`src/rtl/lcs_pkg.sv`:
```
// Shared constants, types and helpers for the longest-common-subsequence block.
package lcs_pkg;

  // Longest string held; each string and the result stack hold this many bytes
  localparam int unsigned MAX_LEN   = 32;
  localparam int unsigned SYM_W     = 8;
  localparam int unsigned CMD_W     = 2;
  localparam int unsigned OUT_LEN_W = 6;

  // Counter width able to hold MAX_LEN itself, and index width into a string
  localparam int unsigned LEN_W     = $clog2(MAX_LEN + 1);
  localparam int unsigned IDX_W     = (MAX_LEN > 1) ? $clog2(MAX_LEN) : 1;

  // Score table holds rows and columns one and up only; row and column zero read as zero
  localparam int unsigned TBL_DEPTH = MAX_LEN * MAX_LEN;
  localparam int unsigned TBL_AW    = (TBL_DEPTH > 1) ? $clog2(TBL_DEPTH) : 1;

  // Request command codes
  localparam logic [CMD_W-1:0] CmdAppendFirst  = 2'd0;
  localparam logic [CMD_W-1:0] CmdAppendSecond = 2'd1;
  localparam logic [CMD_W-1:0] CmdRun          = 2'd2;

  typedef enum logic [3:0] {
    S_IDLE,
    S_FILL,
    S_BUBBLE,
    S_DRAIN,
    S_TR_UP,
    S_TR_LEFT,
    S_TR_DEC,
    S_EMIT_RD,
    S_EMIT_LD
  } lcs_state_e;

  // Commands from the controller to the datapath
  typedef struct packed {
    logic run_start;
    logic append_first;
    logic append_second;
    logic fill_issue;
    logic tr_issue_up;
    logic tr_issue_left;
    logic tr_decide;
    logic emit_read;
    logic emit_load;
    logic finish;
  } lcs_ctl_t;

  // Status from the datapath to the controller
  typedef struct packed {
    logic empty_run;
    logic fill_row_end;
    logic fill_last;
    logic trace_done;
    logic out_free;
    logic emit_last;
  } lcs_sts_t;

  // Flat address of score cell (row, col), both counted from one and given minus one
  function automatic logic [TBL_AW-1:0] tbl_addr(logic [IDX_W-1:0] row_m1,
                                                 logic [IDX_W-1:0] col_m1);
    int unsigned flat;
    flat = int'(row_m1) * MAX_LEN + int'(col_m1);
    return TBL_AW'(flat);
  endfunction

endpackage

```
`src/rtl/lcs_ctrl.sv`:
```
// Controller state machine: loading, table fill, traceback and emission sequencing.
module lcs_ctrl (
  input  logic                        clk_i,
  input  logic                        rst_ni,
  input  logic                        s_valid_i,
  input  logic [lcs_pkg::CMD_W-1:0]   command_i,
  output logic                        s_ready_o,
  input  lcs_pkg::lcs_sts_t           sts_i,
  output lcs_pkg::lcs_ctl_t           ctl_o
);

  lcs_pkg::lcs_state_e state_q, state_d;

  // State register
  always_ff @(posedge clk_i or negedge rst_ni) begin
    if (!rst_ni) begin
      state_q <= lcs_pkg::S_IDLE;
    end else begin
      state_q <= state_d;
    end
  end

  // Next state
  always_comb begin
    state_d = state_q;
    unique case (state_q)
      lcs_pkg::S_IDLE: begin
        if (s_valid_i && (command_i == lcs_pkg::CmdRun)) begin
          state_d = sts_i.empty_run ? lcs_pkg::S_TR_UP : lcs_pkg::S_FILL;
        end
      end
      lcs_pkg::S_FILL: begin
        if (sts_i.fill_last) begin
          state_d = lcs_pkg::S_DRAIN;
        end else if (sts_i.fill_row_end) begin
          state_d = lcs_pkg::S_BUBBLE;
        end
      end
      lcs_pkg::S_BUBBLE:  state_d = lcs_pkg::S_FILL;
      lcs_pkg::S_DRAIN:   state_d = lcs_pkg::S_TR_UP;
      lcs_pkg::S_TR_UP: begin
        state_d = sts_i.trace_done ? lcs_pkg::S_EMIT_RD : lcs_pkg::S_TR_LEFT;
      end
      lcs_pkg::S_TR_LEFT: state_d = lcs_pkg::S_TR_DEC;
      lcs_pkg::S_TR_DEC:  state_d = lcs_pkg::S_TR_UP;
      lcs_pkg::S_EMIT_RD: state_d = lcs_pkg::S_EMIT_LD;
      lcs_pkg::S_EMIT_LD: begin
        if (sts_i.out_free) begin
          state_d = sts_i.emit_last ? lcs_pkg::S_IDLE : lcs_pkg::S_EMIT_RD;
        end
      end
      default: state_d = lcs_pkg::S_IDLE;
    endcase
  end

  // Commands to the datapath
  always_comb begin
    ctl_o     = '0;
    s_ready_o = 1'b0;
    unique case (state_q)
      lcs_pkg::S_IDLE: begin
        s_ready_o = 1'b1;
        if (s_valid_i) begin
          case (command_i)
            lcs_pkg::CmdAppendFirst:  ctl_o.append_first  = 1'b1;
            lcs_pkg::CmdAppendSecond: ctl_o.append_second = 1'b1;
            lcs_pkg::CmdRun:          ctl_o.run_start     = 1'b1;
            default: ;
          endcase
        end
      end
      lcs_pkg::S_FILL:    ctl_o.fill_issue = 1'b1;
      lcs_pkg::S_BUBBLE:  ;
      lcs_pkg::S_DRAIN:   ;
      lcs_pkg::S_TR_UP:   ctl_o.tr_issue_up = !sts_i.trace_done;
      lcs_pkg::S_TR_LEFT: ctl_o.tr_issue_left = 1'b1;
      lcs_pkg::S_TR_DEC:  ctl_o.tr_decide = 1'b1;
      lcs_pkg::S_EMIT_RD: ctl_o.emit_read = 1'b1;
      lcs_pkg::S_EMIT_LD: begin
        if (sts_i.out_free) begin
          ctl_o.emit_load = 1'b1;
          ctl_o.finish    = sts_i.emit_last;
        end
      end
      default: ;
    endcase
  end

endmodule

```
`config.mk`:
```
export PLATFORM = sky130hd
export DESIGN_NAME = lcs_ctrl
export DESIGN_NICKNAME = d
export VERILOG_FILES = /design/src/rtl/lcs_pkg.sv /design/src/rtl/lcs_ctrl.sv
export SDC_FILE = /design/constraint.sdc
export NUM_CORES = 1
export LEC_CHECK = 0
export ABC_CLOCK_PERIOD_IN_PS = 3100
export BUFFER_PORTS_ARGS = -buffer_cell sky130_fd_sc_hd__buf_2
export CAP_MARGIN = 0
export CORE_AREA = 2 2 39 41
export CTS_BUF_LIST = sky130_fd_sc_hd__clkbuf_4
export DETAILED_ROUTE_END_ITERATION = 7
export DIE_AREA = 0 0 41 43
export GPL_ROUTABILITY_DRIVEN = 0
export HOLD_SLACK_MARGIN = 0.06
export PLACE_DENSITY = 0.58
export SYNTH_ARGS = -nofsm -noshare
export SYNTH_HDL_FRONTEND = slang
export SYNTH_SLANG_ARGS = --single-unit
export TNS_END_PERCENT = 5
```
`constraint.sdc`:
```
create_clock -name clk_i -period 3.1 [get_ports clk_i]
set_input_delay 0.775 -clock clk_i [delete_from_list [all_inputs] [get_ports clk_i]]
set_output_delay 0.775 -clock clk_i [all_outputs]
set_load 0.1 [all_outputs]
```
==> out/metrics.cfg <==
[worst_setup_path]
worstPathArrival_ns = 1.96
worstPathRequired_ns = 2.32
reg2regPathDepth = 4
crit_type = flip-flop to primary output
rr_startpoint = state_q[0]
cp-end-kind = primary output
crit_start = state_q[0]
start_kind = flip-flop
r2r_setup_slack_ns = 1.36
worst-path-max-fanout = 16
r2r-end = state_q[1]

[clock_network]
cts_buffers = 3
cts_tree = yes
path_clk_slew_ns = 0.04
cts-resized-gates = 0
postCtsSetupRepairBufs = 0
ctsHoldBuffers = 0
clock_sinks = 4
clkLatencyLatePin_ns = 0.23
root_buffer = clkbuf_4
cts_max_path_buffers = 2
h-tree-depth = 1

[placed_design]
portBuffers = 21
placed_cells = 85
dp.final_hpwl_um = 804

[grt]
grt_pass1_wl_um = 1700
grt_max_degree = 17
antenna_found_initial = 0
grtUsageTotal_pct = 13.7
grt_pass1_vias = 432
overflow = 0

[flow_run]
timing.max_cap.violations = 0

[logic_synthesis]
yosys.area_share.adder_pct = 0
synth_top_family_by_area = simple AND/OR/NAND/NOR gates
synth.cell_area_um2 = 408
yosys.area_share.simple_pct = 47.2
synth_mux_area_share_pct = 0
ys_ff_latch = 4
synth.net_count = 63
syn_avg_cell_area_um2 = 7.84
yosys.area_share.xor_xnor_pct = 0
synth_compound_area_share_pct = 20.6
ys_warn_count = 0
synth_cell_types = 28
yosysSeqAreaShare_pct = 24.5
syn_inst = 52

[cells_and_area]
drive_above_1_share_pct = 43.1
diodes = 0
stdcell_count = 88
syn2layout_area_growth_pct = 42.9
fill_cells = 158
largest_reg_flops = 4
fin_nets = 85
register_area_um2 = 100
multi_input_area_um2 = 328
largest-register = state_q
final_common_cell = buf_2
largestRegisters = state_q x4
mostFrequentLayoutCells = 21 x buf_2, 6 x nand2b_1, 5 x nor2_1, 4 x a21oi_1, 4 x dfrtp_1

[sta]
skew_ns = 0.000911
timing.final.max_slew_violations = 0
max_freq_ghz = 0.365
setup_viol = 0
grt_setup_unrepaired = false
final.min_clock_period_ns = 2.74
timing.final.crit_share_pct = 88.3
hold_violations = 0
relSlewSlack_pct = 59.3
tightest_slew_ns = 0.611

[floorplanning]
io_pins = 22
coreArea_mm2 = 0.00138
die_w_um = 41
die_area_mm2 = 0.00176
num_rows = 14
initial_core_util_pct = 29.5
die_y_um = 43

[routing]
drtAntennaViolNets = 0
drt-initial-drc-count = 7
drtPass1Iterations = 2
via_count = 460
drc = 0
vias_per_cell = 5.23
wl_um = 1000
wire_per_inst_um = 11.4

[power_and_ir_drop]
p_leak_nw = 0.285
totalPowerFinal_mw = 0.690
powerDensity_mw_per_mm2 = 1180
ir_worst_vdd_mv = 0.351

[status]
status = finished clean

[min_path]
min_path_type = input port to asynchronous set/reset pin

synthesized netlist by cell type:
cell type | number | share of area, %
or2_1 | 1 | 1.5
nor2_1 | 5 | 4.6
nand2b_1 | 6 | 9.2
and2_1 | 1 | 1.5
inv_1 | 2 | 1.8
and4b_1 | 1 | 2.5
and3_1 | 1 | 1.5
nor4_1 | 3 | 4.6
or4_1 | 1 | 1.8
o21a_1 | 1 | 1.8
a22oi_2 | 1 | 3.1
clkbuf_1 | 2 | 1.8
nor3_2 | 1 | 2.5
nor4bb_1 | 1 | 2.5
nand2_1 | 3 | 2.8
or4b_1 | 1 | 2.5
nor4_2 | 1 | 3.1
a21o_1 | 1 | 1.8
o32a_1 | 1 | 2.5
buf_2 | 1 | 1.2
nand3b_1 | 3 | 5.5
o21bai_1 | 1 | 1.8
a21oi_1 | 4 | 4.9
buf_6 | 1 | 2.8
nor3_1 | 1 | 1.2
a2111oi_0 | 1 | 2.1
dfrtp_1 | 4 | 25
o21ai_0 | 2 | 2.5
cell type report:
class                   count  area share (%)
well taps                  16            3.43
repair buffers             21            18.0
flip-flops and latches      4            17.2
inverters                   2            1.29
multi-input cells          42            56.2
clock buffers               3            3.86
power breakdown:
| group | total, mW | internal, mW | switching (mW) |
|---|---|---|---|
| logic | 0.466 | 0.131 | 0.335 |
| registers | 0.160 | 0.0732 | 0.0873 |
| clock network | 0.0637 | 0.0433 | 0.0205 |
stage by stage:
step / worst slack [ns] / util, % / cell area, um^2 / hold slack [ns] / TNS [ns]
6_report: 0.363 / 42.1 / 583 / 0.342 / 0
4_1_cts: 0.339 / 42.1 / 583 / 0.337 / 0
3_5_place_dp: 0.580 / 40.5 / 561 / 0.583 / 0
3_3_place_gp: 0.604 / 40.5 / 561 / 0.580 / 0
2_1_floorplan: -0.540 / - / 459 / 0.479 / -1.75
5_1_grt: 0.224 / 42.1 / 583 / 0.340 / 0
kinds of logic after synthesis:
| group | after synthesis |
|---|---|
| compound gates | 12 |
| buf+inv | 6 |
| flops | 4 |
| simple gates | 30 |
critical path, cell delays in order (launching register included):
cell and delay (ns):
dfrtp_1 0.59, nor4_4 0.43, nor4bb_4 0.25, buf_2 0.46
per-layer routing:
metal	share of wire, %	vias to the layer above	GRT usage, %
met5	0	-	0
met4	0	0	4.00
met3	6.9	0	3.14
met2	48	15	22.5
met1	45	210	17.0
li1	-	235	-
worst max-delay path by stage:
stage | end | slack [ns] | cells after the start
2_1_floorplan | ctl_o[8] | -0.54 | 2
3_3_place_gp | ctl_o[8] | 0.60 | 3
3_5_place_dp | ctl_o[8] | 0.58 | 3
4_1_cts | ctl_o[8] | 0.34 | 3
5_1_grt | ctl_o[8] | 0.22 | 3
6_report | ctl_o[8] | 0.36 | 3
Note: power is estimated with default switching activity, not from simulation.
